--- src/hdl/dlhq_pkg.sv ---
package dlhq_pkg;

  // widths fixed by the register and field formats
  localparam int unsigned CfgDataWidth = 16;
  localparam int unsigned CfgIdxWidth  = 3;
  localparam int unsigned DistWidth    = 16;
  localparam int unsigned CountWidthDefault = 16;

  // register indexes
  localparam logic [CfgIdxWidth-1:0] RegNearLevel  = 3'd0;
  localparam logic [CfgIdxWidth-1:0] RegWarnLevel  = 3'd1;
  localparam logic [CfgIdxWidth-1:0] RegHysteresis = 3'd2;
  localparam logic [CfgIdxWidth-1:0] RegEnterCount = 3'd3;
  localparam logic [CfgIdxWidth-1:0] RegExitCount  = 3'd4;

  // register reset values
  localparam logic [CfgDataWidth-1:0] NearLevelReset  = 16'd3000;
  localparam logic [CfgDataWidth-1:0] WarnLevelReset  = 16'd4000;
  localparam logic [CfgDataWidth-1:0] HysteresisReset = 16'd200;
  localparam logic [CfgDataWidth-1:0] EnterCountReset = 16'd2;
  localparam logic [CfgDataWidth-1:0] ExitCountReset  = 16'd300;

  // full register set
  typedef struct packed {
    logic [CfgDataWidth-1:0] near_level;
    logic [CfgDataWidth-1:0] warn_level;
    logic [CfgDataWidth-1:0] hysteresis;
    logic [CfgDataWidth-1:0] enter_count;
    logic [CfgDataWidth-1:0] exit_count;
  } cfg_t;

  // settings seen by one level channel
  typedef struct packed {
    logic [CfgDataWidth-1:0] level;
    logic [CfgDataWidth-1:0] hysteresis;
    logic [CfgDataWidth-1:0] enter_count;
    logic [CfgDataWidth-1:0] exit_count;
  } chan_cfg_t;

endpackage

--- src/hdl/dlhq_cfg_regs.sv ---
module dlhq_cfg_regs (
  input  logic                                clk_i,
  input  logic                                rst_ni,
  input  logic                                cfg_we_i,
  input  logic [dlhq_pkg::CfgIdxWidth-1:0]    cfg_idx_i,
  input  logic [dlhq_pkg::CfgDataWidth-1:0]   cfg_data_i,
  output dlhq_pkg::cfg_t                      cfg_o
);
  import dlhq_pkg::*;

  cfg_t cfg_q, cfg_d;

  // decode the write, unknown indexes are dropped
  always_comb begin
    cfg_d = cfg_q;
    if (cfg_we_i) begin
      case (cfg_idx_i)
        RegNearLevel:  cfg_d.near_level  = cfg_data_i;
        RegWarnLevel:  cfg_d.warn_level  = cfg_data_i;
        RegHysteresis: cfg_d.hysteresis  = cfg_data_i;
        RegEnterCount: cfg_d.enter_count = cfg_data_i;
        RegExitCount:  cfg_d.exit_count  = cfg_data_i;
        default: cfg_d = cfg_q;
      endcase
    end
  end

  always_ff @(posedge clk_i or negedge rst_ni) begin
    if (!rst_ni) begin
      cfg_q.near_level  <= NearLevelReset;
      cfg_q.warn_level  <= WarnLevelReset;
      cfg_q.hysteresis  <= HysteresisReset;
      cfg_q.enter_count <= EnterCountReset;
      cfg_q.exit_count  <= ExitCountReset;
    end else begin
      cfg_q <= cfg_d;
    end
  end

  assign cfg_o = cfg_q;

endmodule

--- src/hdl/dlhq_channel.sv ---
module dlhq_channel #(
  parameter int unsigned COUNT_WIDTH = dlhq_pkg::CountWidthDefault
) (
  input  logic                              clk_i,
  input  logic                              rst_ni,
  input  logic                              en_i,
  input  logic [dlhq_pkg::DistWidth-1:0]    dist_i,
  input  dlhq_pkg::chan_cfg_t               cfg_i,
  output logic                              flag_o
);
  import dlhq_pkg::*;

  localparam int unsigned CmpWidth =
    (COUNT_WIDTH > CfgDataWidth) ? COUNT_WIDTH : CfgDataWidth;

  logic                   flag_q, flag_d;
  logic [COUNT_WIDTH-1:0] cnt_q, cnt_d;
  logic [COUNT_WIDTH-1:0] cnt_inc;
  logic [CfgDataWidth:0]  release_dist;
  logic                   enter_hit, exit_hit;

  // release distance at one extra bit so it never wraps
  assign release_dist = {1'b0, cfg_i.level} + {1'b0, cfg_i.hysteresis};

  // saturating increment
  assign cnt_inc = (cnt_q != {COUNT_WIDTH{1'b1}}) ? cnt_q + 1'b1 : cnt_q;

  assign enter_hit = (dist_i <= cfg_i.level) && !flag_q;
  assign exit_hit  = ({1'b0, dist_i} >= release_dist) && flag_q;

  // leaky qualification update
  always_comb begin
    flag_d = flag_q;
    cnt_d  = cnt_q;
    if (enter_hit) begin
      if (CmpWidth'(cnt_inc) >= CmpWidth'(cfg_i.enter_count)) begin
        flag_d = 1'b1;
        cnt_d  = '0;
      end else begin
        cnt_d = cnt_inc;
      end
    end else if (exit_hit) begin
      if (CmpWidth'(cnt_inc) >= CmpWidth'(cfg_i.exit_count)) begin
        flag_d = 1'b0;
        cnt_d  = '0;
      end else begin
        cnt_d = cnt_inc;
      end
    end else if (cnt_q != '0) begin
      cnt_d = cnt_q - 1'b1;
    end
  end

  always_ff @(posedge clk_i or negedge rst_ni) begin
    if (!rst_ni) begin
      flag_q <= 1'b0;
      cnt_q  <= '0;
    end else if (en_i) begin
      flag_q <= flag_d;
      cnt_q  <= cnt_d;
    end
  end

  // flag after this sample, captured by the result register
  assign flag_o = flag_d;

endmodule

--- src/hdl/distance_level_hysteresis_qualifier_top.sv ---
// channel   dir  handshake               payload
// input     in   in_valid_i/in_stall_o    distance_i[15:0]
// output    out  out_valid_o/out_stall_i  green_lamp_o, yellow_lamp_o, red_lamp_o,
//                                         level_flags_o[1:0]
// config    in   cfg_we_i                 cfg_idx_i[2:0], cfg_data_i[15:0]
//
// one request per cycle sustained while the output is not stalled; an accepted request passes
// through the input register, then the channel update into the result register
// the channel flag and counter registers set the update loop
// reset clears the channel flags, counters and valids and loads the register defaults
// a stalled result holds; the input register keeps taking requests until it is full
module distance_level_hysteresis_qualifier_top #(
  parameter int unsigned COUNT_WIDTH = dlhq_pkg::CountWidthDefault
) (
  input  logic                              clk_i,
  input  logic                              rst_ni,
  input  logic                              cfg_we_i,
  input  logic [dlhq_pkg::CfgIdxWidth-1:0]  cfg_idx_i,
  input  logic [dlhq_pkg::CfgDataWidth-1:0] cfg_data_i,
  input  logic                              in_valid_i,
  output logic                              in_stall_o,
  input  logic [dlhq_pkg::DistWidth-1:0]    distance_i,
  output logic                              out_valid_o,
  input  logic                              out_stall_i,
  output logic                              green_lamp_o,
  output logic                              yellow_lamp_o,
  output logic                              red_lamp_o,
  output logic [1:0]                        level_flags_o
);
  import dlhq_pkg::*;

  cfg_t                 cfg;
  chan_cfg_t            warn_cfg, near_cfg;
  logic                 s1_valid_q;
  logic [DistWidth-1:0] s1_dist_q;
  logic                 out_valid_q;
  logic [1:0]           flags_q;
  logic                 s1_adv, in_accept;
  logic                 warn_flag, near_flag;

  dlhq_cfg_regs u_cfg (
    .clk_i      (clk_i),
    .rst_ni     (rst_ni),
    .cfg_we_i   (cfg_we_i),
    .cfg_idx_i  (cfg_idx_i),
    .cfg_data_i (cfg_data_i),
    .cfg_o      (cfg)
  );

  // pipeline control
  assign s1_adv     = s1_valid_q && (!out_valid_q || !out_stall_i);
  assign in_stall_o = s1_valid_q && !s1_adv;
  assign in_accept  = in_valid_i && !in_stall_o;

  // input register
  always_ff @(posedge clk_i or negedge rst_ni) begin
    if (!rst_ni) begin
      s1_valid_q <= 1'b0;
    end else if (!in_stall_o) begin
      s1_valid_q <= in_valid_i;
    end
  end

  always_ff @(posedge clk_i) begin
    if (in_accept) begin
      s1_dist_q <= distance_i;
    end
  end

  // per channel settings
  always_comb begin
    warn_cfg.level       = cfg.warn_level;
    warn_cfg.hysteresis  = cfg.hysteresis;
    warn_cfg.enter_count = cfg.enter_count;
    warn_cfg.exit_count  = cfg.exit_count;
    near_cfg.level       = cfg.near_level;
    near_cfg.hysteresis  = cfg.hysteresis;
    near_cfg.enter_count = cfg.enter_count;
    near_cfg.exit_count  = cfg.exit_count;
  end

  dlhq_channel #(.COUNT_WIDTH(COUNT_WIDTH)) u_warn (
    .clk_i  (clk_i),
    .rst_ni (rst_ni),
    .en_i   (s1_adv),
    .dist_i (s1_dist_q),
    .cfg_i  (warn_cfg),
    .flag_o (warn_flag)
  );

  dlhq_channel #(.COUNT_WIDTH(COUNT_WIDTH)) u_near (
    .clk_i  (clk_i),
    .rst_ni (rst_ni),
    .en_i   (s1_adv),
    .dist_i (s1_dist_q),
    .cfg_i  (near_cfg),
    .flag_o (near_flag)
  );

  // result register
  always_ff @(posedge clk_i or negedge rst_ni) begin
    if (!rst_ni) begin
      out_valid_q <= 1'b0;
    end else if (!out_valid_q || !out_stall_i) begin
      out_valid_q <= s1_valid_q;
    end
  end

  always_ff @(posedge clk_i) begin
    if (s1_adv) begin
      flags_q <= {near_flag, warn_flag};
    end
  end

  // lamps, red over yellow over green
  assign out_valid_o   = out_valid_q;
  assign level_flags_o = flags_q;
  assign red_lamp_o    = flags_q[1];
  assign yellow_lamp_o = flags_q[0] && !flags_q[1];
  assign green_lamp_o  = !flags_q[0] && !flags_q[1];

  // exactly one lamp lit on a delivered result
  a_one_lamp: assert property (@(posedge clk_i) disable iff (!rst_ni)
    out_valid_q |-> $onehot({green_lamp_o, yellow_lamp_o, red_lamp_o}))
    else $error("lamp outputs not one-hot");

  // input side only stalls while the input register holds a request
  a_stall_full: assert property (@(posedge clk_i) disable iff (!rst_ni)
    in_stall_o |-> s1_valid_q)
    else $error("input stalled with empty input register");

  // a taken result with nothing behind it leaves the output empty
  a_drain: assert property (@(posedge clk_i) disable iff (!rst_ni)
    (out_valid_q && !out_stall_i && !s1_valid_q) |=> !out_valid_q)
    else $error("result repeated after delivery");

endmodule
--- config.mk ---
export PLATFORM = sky130hd
export DESIGN_NAME = distance_level_hysteresis_qualifier_top
export DESIGN_NICKNAME = d
export VERILOG_FILES = /design/src/hdl/dlhq_pkg.sv /design/src/hdl/dlhq_cfg_regs.sv /design/src/hdl/dlhq_channel.sv /design/src/hdl/distance_level_hysteresis_qualifier_top.sv
export SDC_FILE = /design/constraint.sdc
export NUM_CORES = 1
export LEC_CHECK = 0
export ABC_AREA = 0
export BUFFER_PORTS_ARGS = -buffer_cell sky130_fd_sc_hd__buf_2
export CAP_MARGIN = 15
export CORE_ASPECT_RATIO = 0.6
export CORE_MARGIN = 2
export CORE_UTILIZATION = 32
export DETAILED_ROUTE_END_ITERATION = 8
export GPL_ROUTABILITY_DRIVEN = 0
export PLACE_DENSITY = 0.48
export SYNTH_ARGS = -nofsm -noshare
export SYNTH_HDL_FRONTEND = slang
export SYNTH_SLANG_ARGS = --single-unit
--- constraint.sdc ---
create_clock -name clk_i -period 4.29 [get_ports clk_i]
set_clock_uncertainty 0.05 [all_clocks]
set_input_delay 0.429 -clock clk_i [delete_from_list [all_inputs] [get_ports clk_i]]
set_output_delay 0.429 -clock clk_i [all_outputs]
set_load 0.01 [all_outputs]
# Word level (Yosys, flattened, before mapping)
# Index checks and enable logic that the tools add are counted.
[word_totals]
out_inout_bits = 7
mem_bits_rw = 0
memories = 0
regBits = 134
mem_bits_ro = 0
wordCells = 83
latchBits = 0
[classes]
div = 0
eq_ne = 6
reduce_logical = 30
n_lt_le_gt_ge = 8
addsub = 6
n_shift = 0
multipliers = 0
mux = 20
n_bitwise = 0
[ops]
columns = ["cell", "count"]
rows = [
  ["$mux 16", 12],
  ["$ge 16x16->1", 4],
  ["$add 16x16->17", 2],
  ["$ge 16x17->1", 2],
  ["$add 16x1->16 const B", 2],
  ["$le 16x16->1", 2],
  ["$ne 16x16->1 const B", 2],
  ["$reduce_bool 16->1", 2],
  ["$sub 16x1->16 const B", 2],
  ["$reduce_and 2->1", 7],
  ["$logic_and 1x1->1", 9],
  ["$logic_not 1->1", 8],
  ["$mux 1", 8],
  ["$eq 3x2->1 const B", 2],
  ["$reduce_bool 3->1", 2],
  ["$eq 3x1->1 const B", 1],
  ["$eq 3x3->1 const B", 1],
  ["$logic_not 3->1", 1],
  ["$logic_or 1x1->1", 1],
]

# Logic depth before layout (Yosys ltp)
# Gate-level depths: netlist of run 1.
[logic_depth]
depth_word = 7
mapped_depth = 22
depth_no_buf = 20

# Hierarchy
# From an unflattened synthesis of run 1, not the netlist that was laid out.
[hier_totals]
cells_unflattened = 1186
area_unflattened_um2 = 11255.8
[modules_own_cells]
columns = ["mod", "cells_per_inst", "instances", "area_per_inst_um2"]
rows = [
  ["dlhq_channel at u_warn", 497, 1, 3779.9],
  ["dlhq_channel at u_near", 487, 1, 3748.6],
  ["dlhq_cfg_regs", 173, 1, 3076.7],
  ["distance_level_hysteresis_qualifier_top", 29, 1, 650.6],
]

# Least setup slack after synthesis of run 1
# Ideal clock, no wire load.
[synth_path]
path_type = "reg-to-reg"
from = "reg u_cfg.cfg_q, in the netlist u_cfg.cfg_o[32]"
to = "reg u_near.cnt_q[8]"
slack_ns = -0.056
path_stages_with_launch = 22
t_arrival_ns = 4.170
required_time_ns = 4.114
synth_period_minus_slack_ns = 4.346
cell_sequence = "dfrtp_1 > ha_1 > fa_1 > a211oi_1 > o21ai_0 > a221oi_1 > nor2b_1 > o21bai_1 > a21oi_1 > xnor2_1 > ha_1 > o21ai_0 > a211o_1 > nor3_1 > a21oi_1 > a211oi_1 > or2_2 > buf_2 > o21ai_0 > nor2_1 > buf_2 > a221o_1"
[synth_via]
elab_chain_len = 5
elab_cells_between_ends = 7
classes_between = "add/sub: 1; order compare: 1; mux: 2; reduce/logical: 3"
[synth_lines]
columns = ["element", "line_no", "source"]
rows = [
  ["start: declaration", "dlhq_cfg_regs.sv:11", "cfg_t cfg_q, cfg_d;"],
  ["start signal: assignment", "dlhq_cfg_regs.sv:36", "cfg_q <= cfg_d;"],
  ["$add 16x16->17 (*)", "dlhq_channel.sv:23", "assign release_dist = {1'b0, cfg_i.level} + {1'b0, cfg_i.hysteresis};"],
  ["$ge 16x17->1 (*)", "dlhq_channel.sv:29", "assign exit_hit = ({1'b0, dist_i} >= release_dist) && flag_q;"],
  ["$logic_and 1x1->1 (*)", "dlhq_channel.sv:29", ""],
  ["$reduce_bool 3->1 (no source line) / $mux 16 (equally long branches)", "n/a", ""],
  ["$reduce_and 2->1 (no source line) / $mux 16 (equally long branches)", "n/a", ""],
  ["end signal: assignment", "dlhq_channel.sv:60", "cnt_q <= cnt_d;"],
  ["end: declaration", "dlhq_channel.sv:17", "logic [COUNT_WIDTH-1:0] cnt_q, cnt_d;"],
]
# Mark *: on every way between the ends. The rest lies on a longest branch, timed or not.
# A chain may end at the register's enable or synchronous reset.

# Worst setup path in the final report of run 1
[layout_path]
from = "reg u_cfg.cfg_q, in the netlist u_cfg.cfg_o[32]"
to = "reg u_warn.cnt_q[2]"
[layout_via]
elab_chain_len = 5
elab_cells_between_ends = 7
classes_between = "add/sub: 1; order compare: 1; mux: 2; reduce/logical: 3"
[layout_lines]
columns = ["element", "line_no"]
rows = [
  ["$add 16x16->17 (*)", "dlhq_channel.sv:23"],
  ["$ge 16x17->1 (*)", "dlhq_channel.sv:29"],
  ["$logic_and 1x1->1 (*)", "dlhq_channel.sv:29"],
  ["$reduce_bool 3->1 (no source line) / $mux 16 (equally long branches)", "n/a"],
  ["$reduce_and 2->1 (no source line) / $mux 16 (equally long branches)", "n/a"],
  ["end signal: assignment", "dlhq_channel.sv:60"],
  ["end: declaration", "dlhq_channel.sv:17"],
]
# Marks and branches as above.

==> impl_metrics.json, run 1 <==
{
  "status": "finished, violations left",
  "violations": "negative setup slack",
  "final_common_cell": "ha_1",
  "post-route-min-period_ps": 4430,
  "areaGrowthSynthToFinish_pct": 26.6,
  "antenna_found_initial": 0,
  "worstSetupPathType": "flop to flop",
  "power_mw": 9.07,
  "dp.cells": 1784,
  "antenna_cells": 0,
  "final.setup.tns_ps": -1760,
  "rows": 51,
  "cp.depth": 22,
  "dr_total_vias": 9485,
  "p_int_mw": 5.10,
  "syn_area_sq_mm": 0.0107,
  "worstPathRequired_ps": 4570,
  "clkPwrFrac_pct": 16.7,
  "p_switching_mw": 3.97,
  "seqPwrFrac_pct": 20.6,
  "clock_latency_ps": 460,
  "coreArea_sq_mm": 0.0327,
  "p_leak_nw": 6.41,
  "ir_drop_uv": 361,
  "synth_cells": 1192,
  "max_stage_delay_ps": 430,
  "antenna_left": 0,
  "ios": 47,
  "avgSynthCellArea_sq_um": 9.01,
  "cts_hold_buf": 0,
  "synth-edff-count": 18,
  "drv_slew": 0,
  "grt_usage_pct": 20.5,
  "rrSetupSlack_ps": -140,
  "cts_inserted_buffers": 17,
  "switching_share_pct": 43.8,
  "arrival_ps": 4720,
  "yosys_warnings": 0,
  "grt_pass1_vias": 8983,
  "layout_worst_path_cycle_share_pct": 103,
  "setup_viol": 24,
  "seq_area_frac_synth_pct": 32.3,
  "ys_ff_latch": 134,
  "synth_cell_types": 69,
  "synthFlopType": "dfrtp_1",
  "globalRouteOverflowTotal": 0,
  "dp_hpwl_mm": 27.3,
  "drt-initial-drc-count": 876,
  "clock_sinks": 134,
  "cp-end-kind": "flop",
  "fillers": 3301,
  "path_buf_inv": 4,
  "initial_core_util_pct": 32.8,
  "port_buffers": 46,
  "die_y_um": 146,
  "power.density_mw_per_mm2": 667,
  "synth_area_leader_cell": "dfrtp_1",
  "r2r_cells": 22,
  "synth_area_leaders": "dfrtp_1 (22%), ha_1 (19%), dfstp_2 (5.1%), edfxtp_1 (5.0%), o21ai_0 (5.0%)",
  "tritoncts": "done",
  "die_x_um": 241,
  "routed_wl_mm": 35.0,
  "fmax_mhz": 225,
  "synth_top_area_share_pct": 22.1,
  "critPathMaxFanout": 4,
  "slew_headroom_pct": 31.1,
  "nets": 1579,
  "cp-start-kind": "flop",
  "final_cells": 1834,
  "maxCapViolCount": 0,
  "avgViaCountPerCell": 5.17,
  "path_common_cell": "a21oi_1",
  "mostFrequentLayoutCells": "ha_1 (160), buf_4 (141), nand2_1 (108)",
  "grt_max_degree": 64,
  "tightestPinTransition_ps": 1030,
  "crit_chain": "ha_4 > fa_2 > a211oi_2 > buf_4 > o2111ai_2 > nand2_2 > o21bai_1 > a21oi_1 > xor2_1 > ha_1 > a21o_1 > a21oi_2 > o21ai_1 > a211o_1 > o21ai_4 > buf_6 > o31a_1 > buf_4 > clkbuf_16 > a21oi_1 > nor3b_1 > a21oi_1",
  "crit_family": "compound AO/OA/AOI/OAI gates",
  "holdWs_ps": 24.3,
  "rsz0062_at_grt": "yes",
  "root_buffer": "clkbuf_16",
  "clkSlewWorstSetupHoldPaths_ps": 70,
  "fin_ws_ps": -145,
  "drc": 0,
  "htreeDepth": 4,
  "cp_slowest_cell": "dfrtp_1",
  "layout-drive-gt1-share_pct": 26.9,
  "die_area_sq_mm": 0.0351,
  "firstDrtPassIters": 5,
  "synthesis.nets": 1400,
  "min-delay-path-class": "input pin to asynchronous set/reset pin",
  "p_comb_share_pct": 62.6,
  "pre_cts_slack_ps": -497,
  "hold_viol": 0,
  "postSynth.asyncResetShare_pct": 86.6,
  "cts_buffer_depth": 2,
  "wl_per_cell_um": 19.1,
  "grt_first_pass_wirelength_mm": 54.1
}
## routing by layer
layer | share of wire [%] | vias up | global-route usage [%] | wire length (um)
li1 | - | 4714 | - | -
met1 | 57 | 4461 | 35.0 | 19800
met2 | 34 | 287 | 23.6 | 11800
met3 | 8.6 | 21 | 6.32 | 3010
met4 | 0.83 | 2 | 3.85 | 292
met5 | 0.27 | - | 0 | 94
## power groups by stage
stage / clock network, mW / logic, mW / registers, mW
4_1_cts: 1.55 / 5.39 / 1.86
6_report: 1.52 / 5.68 / 1.87
2_1_floorplan: 0 / 3.09 / 1.83
3_5_place_dp: 0 / 4.89 / 1.88
3_3_place_gp: 0 / 4.85 / 1.88
5_1_grt: 1.60 / 6.28 / 1.91
## path summary, 6_finish.rpt
kind                            startpoint              end
max                        u_cfg.cfg_o[32]  u_warn.cnt_q[2]
min                                 rst_ni  u_cfg.cfg_o[43]
max reg2reg                u_cfg.cfg_o[32]  u_warn.cnt_q[2]
min reg2reg                u_cfg.cfg_o[28]  u_cfg.cfg_o[28]
max in group asynchronous           rst_ni  u_cfg.cfg_o[67]
min in group clk_i           distance_i[7]     s1_dist_q[7]
## sequential cells by signal, indices dropped and copies added (netlist names)
signal         cells
level_flags_o      2
out_valid_o        1
u_cfg.cfg_o       80
s1_valid_q         1
s1_dist_q         16
u_warn.cnt_q      16
u_near.flag_q      1
u_near.cnt_q      16
u_warn.flag_q      1
## timing repair
| action | CTS | global route |
|---|---|---|
| setup buffers | 9 | 10 |
| resized for setup | 69 | 32 |
| endpoints found under the setup margin | 33 | 35 |
| pin swaps | 44 | 47 |
| gates cloned | 2 | 1 |
## cells by family after synthesis
group	share of synthesized area, %
AND/OR/NAND/NOR	14.9
multiplexers	4.08
flip-flops	32.3
buffers and inverters	5.22
XOR/XNOR	3.83
adder cells (fa/ha/maj)	19.7
AO/OA/AOI/OAI	20.0
## cell usage after synthesis (all sizes together), types with 18 or more instances
cell type	n
nor2	72
nand4	24
nor3	21
ha	166
nand3	30
a21o	28
o21ai	111
nand2	111
dfstp	21
dfrtp	95
inv	105
edfxtp	18
mux2	38
clkbuf	30
a21oi	66
xnor2	30
## area by class of cell
class	instances	area, sq um	share of cell area, %
clock inverter	15	163	1.20
timing repair buffer	199	1460	10.7
tap	450	563	4.14
multi-input combinational	914	7120	52.4
sequential	134	3470	25.5
inverter	105	394	2.90
clock buffer	17	425	3.13
## through the flow
stage	area, sq um	utilization, %
2_1_floorplan	10800	-
3_3_place_gp	12400	38.0
3_5_place_dp	12400	38.0
4_1_cts	13400	40.9
5_1_grt	13600	41.5
6_report	13600	41.5
(Power assumes the default switching activity.)
==> inputs of run 2 (changes only) <==
--- a/config.mk
+++ b/config.mk
@@ -6,7 +6,7 @@
 export NUM_CORES = 1
 export LEC_CHECK = 0
 export ABC_AREA = 0
-export BUFFER_PORTS_ARGS = -buffer_cell sky130_fd_sc_hd__buf_2
+export BUFFER_PORTS_ARGS = -buffer_cell sky130_fd_sc_hd__buf_4
 export CAP_MARGIN = 15
 export CORE_ASPECT_RATIO = 0.6
 export CORE_MARGIN = 2
==> constraint.sdc (replaced) <==
create_clock -name clk_i -period 4.29 [get_ports clk_i]
set_clock_uncertainty 0.05 [all_clocks]
set_input_delay 0.429 -clock clk_i [delete_from_list [all_inputs] [get_ports clk_i]]
set_output_delay 0.429 -clock clk_i [all_outputs]
set_load 0.1 [all_outputs]
==> impl_metrics.json, run 2 (synthesized netlist as in run 1, its figures left out) <==
{
  "dp.cells": 1789,
  "drc": 0,
  "fin_ws_ps": -147,
  "setup_viol": 32,
  "ir_drop_uv": 366,
  "grt_max_degree": 65,
  "multi_input_area_sq_mm": 0.00735,
  "avgViaCountPerCell": 5.23,
  "final.setup.tns_ps": -2470,
  "grt_usage_pct": 20.6,
  "htreeDepth": 4,
  "rows": 51,
  "wl_per_cell_um": 19.2,
  "dr_total_vias": 9720,
  "antenna_cells": 0,
  "tritoncts": "done",
  "clkSlewWorstSetupHoldPaths_ps": 60,
  "hold_viol": 0,
  "worstSetupPathType": "flop to flop",
  "clock_latency_ps": 450,
  "power.density_mw_per_mm2": 686,
  "initial_core_util_pct": 32.8,
  "antenna_found_initial": 0,
  "power_mw": 9.65,
  "firstDrtPassIters": 5,
  "worstPathRequired_ps": 4630,
  "die_x_um": 241,
  "port_buffers": 46,
  "status": "finished, violations left",
  "fmax_mhz": 225,
  "maxCapViolCount": 0,
  "ff_latch_area_sq_mm": 0.00347,
  "largest_register_ffs": 80,
  "dp_hpwl_mm": 26.8,
  "layout-drive-gt1-share_pct": 29.0,
  "holdWs_ps": 26.4,
  "grt_pass1_vias": 9235,
  "post-route-min-period_ps": 4440,
  "cts_buffer_depth": 2,
  "critPathMaxFanout": 5,
  "die_y_um": 146,
  "cts_inserted_buffers": 17,
  "slew_headroom_pct": 31.6,
  "cts_hold_buf": 0,
  "final_cells": 1858,
  "globalRouteOverflowTotal": 0,
  "grt_first_pass_wirelength_mm": 55.0,
  "antenna_left": 0,
  "cp-start-kind": "flop",
  "final_common_cell": "buf_4",
  "violations": "negative setup slack",
  "ios": 47,
  "p_leak_nw": 6.60,
  "clock_sinks": 134,
  "die_area_sq_mm": 0.0351,
  "drt-initial-drc-count": 839,
  "tightestPinTransition_ps": 1030,
  "arrival_ps": 4780,
  "drv_slew": 0,
  "areaGrowthSynthToFinish_pct": 30.9,
  "mostFrequentLayoutCells": "buf_4 (203), ha_1 (158), nand2_1 (108)",
  "min-delay-path-class": "input pin to asynchronous set/reset pin",
  "routed_wl_mm": 35.7,
  "fillers": 3175,
  "root_buffer": "clkbuf_16",
  "layout_worst_path_cycle_share_pct": 103,
  "rsz0062_at_grt": "yes",
  "coreArea_sq_mm": 0.0327,
  "nets": 1603,
  "cp-end-kind": "flop"
}
## run 2: cell types whose count changed in the layout (fill, tap and decap cells not counted), sizes merged
cell | before | now
bufinv | 1 | 2
buf | 198 | 220
o41a | 1 | 4
inv | 114 | 106
clkinv | 3 | 7
clkinvlp | 2 | 4
## run 2: final timing paths
check	startpoint	slack (ps)	to	cells past startpoint
setup reg to reg	u_cfg.cfg_o[65]	-150	u_near.cnt_q[13]	22
max in group asynchronous	rst_ni	3160	u_cfg.cfg_o[35]	2
min in group clk_i	distance_i[6]	100	s1_dist_q[6]	1
setup / recovery	u_cfg.cfg_o[65]	-150	u_near.cnt_q[13]	22
hold / removal	rst_ni	30	u_cfg.cfg_o[41]	1
hold reg to reg	u_cfg.cfg_o[21]	450	u_cfg.cfg_o[21]	1
## run 2: report_power, final
part	leakage [nW]	switching, mW	internal (mW)	total, mW
Sequential	1.56	0.247	1.63	1.88
Clock	0.267	0.628	0.848	1.48
Combinational	4.77	3.35	2.95	6.30
## run 2: worst max-delay path, cell delays in order, from the launching register on
cell and delay (ps):
dfrtp_1 410, ha_4 250, a21o_1 160, a21oi_2 180
o21bai_2 90, a31oi_1 180, buf_4 170, o21bai_4 60
a21o_1 200, a21o_1 190, a21oi_2 160, xor2_1 230
ha_2 320, o21ai_2 100, a211o_1 180, nor3_2 50
a21oi_2 190, a211oi_2 70, or2_4 290, buf_6 140
or4_1 460, o21ai_1 100, a22o_1 140
## run 2: repair_timing
action / in CTS / in global routing
endpoints found under the setup margin: 32 / 34
pin swaps: 46 / 71
buffers inserted: 18 / 20
resized for setup: 75 / 66
cloned: 4 / 1
## run 2: cell type report
type / count / area share [%]
repair buffers: 220 / 12.3
well taps: 450 / 4.00
clock buffers: 18 / 3.05
multi-input cells: 917 / 52.2
clock inverters: 14 / 0.961
flip-flops and latches: 134 / 24.7
inverters: 105 / 2.80
## run 2: metal layers
metal  global-route usage [%]  part of all wire [%]  vias up
met3                     4.53                   7.0       19
met5                        0                     0        -
met1                     34.8                    56     4682
li1                         -                     -     4748
met4                     4.29                  0.83        0
met2                     25.4                    36      271
## run 2: metrics by stage
stage	utilization [%]	cell area [sq um]	setup slack, ps
final	43.0	14100	-147
after global routing	43.0	14100	-343
after CTS	41.7	13600	-102
after detailed placement	38.4	12600	-503
after global placement	38.4	12600	-491
after floorplan	-	10800	12.8
==> inputs of run 3 (changes only) <==
==> constraint.sdc (replaced) <==
create_clock -name clk_i -period 4.29 [get_ports clk_i]
set_clock_uncertainty 0.05 [all_clocks]
set_input_delay 1.0725 -clock clk_i [delete_from_list [all_inputs] [get_ports clk_i]]
set_output_delay 1.0725 -clock clk_i [all_outputs]
set_load 0.1 [all_outputs]
==> impl_metrics.json, run 3 (synthesized netlist as in run 1, its figures left out) <==
{
  "antenna_left": 0,
  "seqPwrFrac_pct": 19.4,
  "fin_area_sq_mm": 0.0140,
  "worstSetupPathType": "flop to flop",
  "dr_total_vias": 9554,
  "hold_viol": 0,
  "cp_slowest_cell": "o41a_4",
  "clock_latency_ps": 450,
  "antenna_found_initial": 0,
  "switching_share_pct": 43.5,
  "cts_buffer_depth": 2,
  "violations": "negative setup slack",
  "layout-drive-gt1-share_pct": 28.2,
  "p_comb_share_pct": 64.5,
  "p_switching_mw": 4.24,
  "avgViaCountPerCell": 5.16,
  "drt-initial-drc-count": 742,
  "fmax_mhz": 225,
  "placed_area_sq_mm": 0.0126,
  "r2r-end": "u_warn.cnt_q[15]",
  "largest_register_ffs": 80,
  "rows": 51,
  "holdWs_ps": 454,
  "drv_slew": 0,
  "power.density_mw_per_mm2": 695,
  "crit_chain": "buf_6 > ha_4 > fa_2 > a211oi_2 > buf_4 > o2111ai_2 > nand2_2 > buf_4 > xnor2_1 > ha_1 > and4_4 > a221o_1 > o21a_1 > o21ai_4 > o21bai_4 > buf_6 > o41a_4 > a22o_1",
  "layout_worst_path_cycle_share_pct": 103,
  "antenna_cells": 0,
  "worstPathRequired_ps": 4580,
  "clkSlewWorstSetupHoldPaths_ps": 70,
  "areaGrowthSynthToFinish_pct": 30.5,
  "clkPwrFrac_pct": 16.1,
  "die_y_um": 146,
  "r2r-start": "u_cfg.cfg_o[32]",
  "globalRouteOverflowTotal": 0,
  "multi_input_area_sq_mm": 0.00726,
  "dp.cells": 1786,
  "ios": 47,
  "utilization_pct": 42.8,
  "cts_inserted_buffers": 17,
  "routed_wl_mm": 35.9,
  "nets": 1596,
  "power_mw": 9.74,
  "grt_usage_pct": 20.6,
  "arrival_ps": 4720,
  "tritoncts": "done",
  "die_area_sq_mm": 0.0351,
  "tightestPinTransition_ps": 1020,
  "cp-end-kind": "flop",
  "r2r_cells": 18,
  "min_to": "out_valid_o",
  "die_x_um": 241,
  "min_from": "s1_valid_q",
  "final_common_cell": "buf_4",
  "critPathMaxFanout": 8,
  "wl_per_cell_um": 19.4,
  "cp-start-kind": "flop",
  "final.setup.tns_ps": -2460,
  "clock_sinks": 134,
  "slew_headroom_pct": 31.8,
  "status": "finished, violations left",
  "grt_first_pass_wirelength_mm": 54.8,
  "htreeDepth": 4,
  "drc": 0,
  "p_leak_nw": 6.56,
  "ff_latch_area_sq_mm": 0.00347,
  "port_buffers": 46,
  "rrSetupSlack_ps": -150,
  "fillers": 3239,
  "initial_core_util_pct": 32.8,
  "grt_pass1_vias": 9214,
  "firstDrtPassIters": 5,
  "dp_hpwl_mm": 27.0,
  "ir_drop_uv": 359,
  "hold_depth": 1,
  "root_buffer": "clkbuf_16",
  "max_stage_delay_ps": 430,
  "fin_ws_ps": -147,
  "coreArea_sq_mm": 0.0327,
  "mostFrequentLayoutCells": "buf_4 (192), ha_1 (162), nand2_1 (107)",
  "pre_cts_slack_ps": -597,
  "rsz0062_at_grt": "yes",
  "grt_max_degree": 47,
  "min-delay-path-class": "flop to flop",
  "final_cells": 1851,
  "maxCapViolCount": 0,
  "setup_viol": 31,
  "post-route-min-period_ps": 4440,
  "p_int_mw": 5.51
}
==> run 3: critical path: cells and delay by family (launching register included) <==
family / cells / cell delay [ps]
compound gates: 8 / 1990
simple gates: 2 / 360
xor+xnor: 1 / 120
flops: 1 / 390
fa+ha+maj: 3 / 850
buf+inv: 4 / 550
==> run 3: power groups by stage <==
| stage | combinational, mW | clock (mW) | sequential (mW) |
|---|---|---|---|
| after CTS | 5.58 | 1.60 | 1.88 |
| after detailed placement | 5.04 | 0 | 1.89 |
| after global placement | 5.01 | 0 | 1.89 |
| final | 6.29 | 1.57 | 1.89 |
| after floorplan | 3.16 | 0 | 1.87 |
| after global routing | 6.86 | 1.65 | 1.93 |
==> run 3: what timing repair did <==
item / in CTS / in global routing
gates resized for setup: 76 / 54
buffers inserted: 15 / 13
setup endpoints to repair: 33 / 35
cloned: 4 / 2
pin swaps: 50 / 37
hold buffers: 0 / 0
hold endpoints to repair: 0 / 0
==> run 3: metal layers <==
metal  track usage, %  vias to the layer above  wire [um]
met2             25.9                      236      13100
met5                0                        -          0
met4             4.29                        0        343
li1                 -                     4729          -
met1             34.4                     4562      20400
met3             4.32                       27       2120
==> run 3: final cells by class <==
type                       count  area share, %
multi-input combinational    917           51.8
sequential                   134           24.7
timing repair buffer         213           12.4
tap                          450           4.01
clock buffer                  19           3.16
inverter                     105           2.81
clock inverter                13           1.11
==> run 3: worst max path at each step <==
stage / from / end / slack [ps] / cells after the start
2_1_floorplan: u_cfg.cfg_o[33] / u_near.cnt_q[8] / 10 / 22
3_3_place_gp: u_cfg.cfg_o[32] / u_warn.cnt_q[2] / -560 / 20
3_5_place_dp: u_cfg.cfg_o[32] / u_near.cnt_q[2] / -600 / 21
4_1_cts: u_cfg.cfg_o[32] / u_warn.cnt_q[10] / -100 / 18
5_1_grt: u_cfg.cfg_o[65] / u_near.cnt_q[9] / -290 / 23
6_report: u_cfg.cfg_o[32] / u_warn.cnt_q[15] / -150 / 18
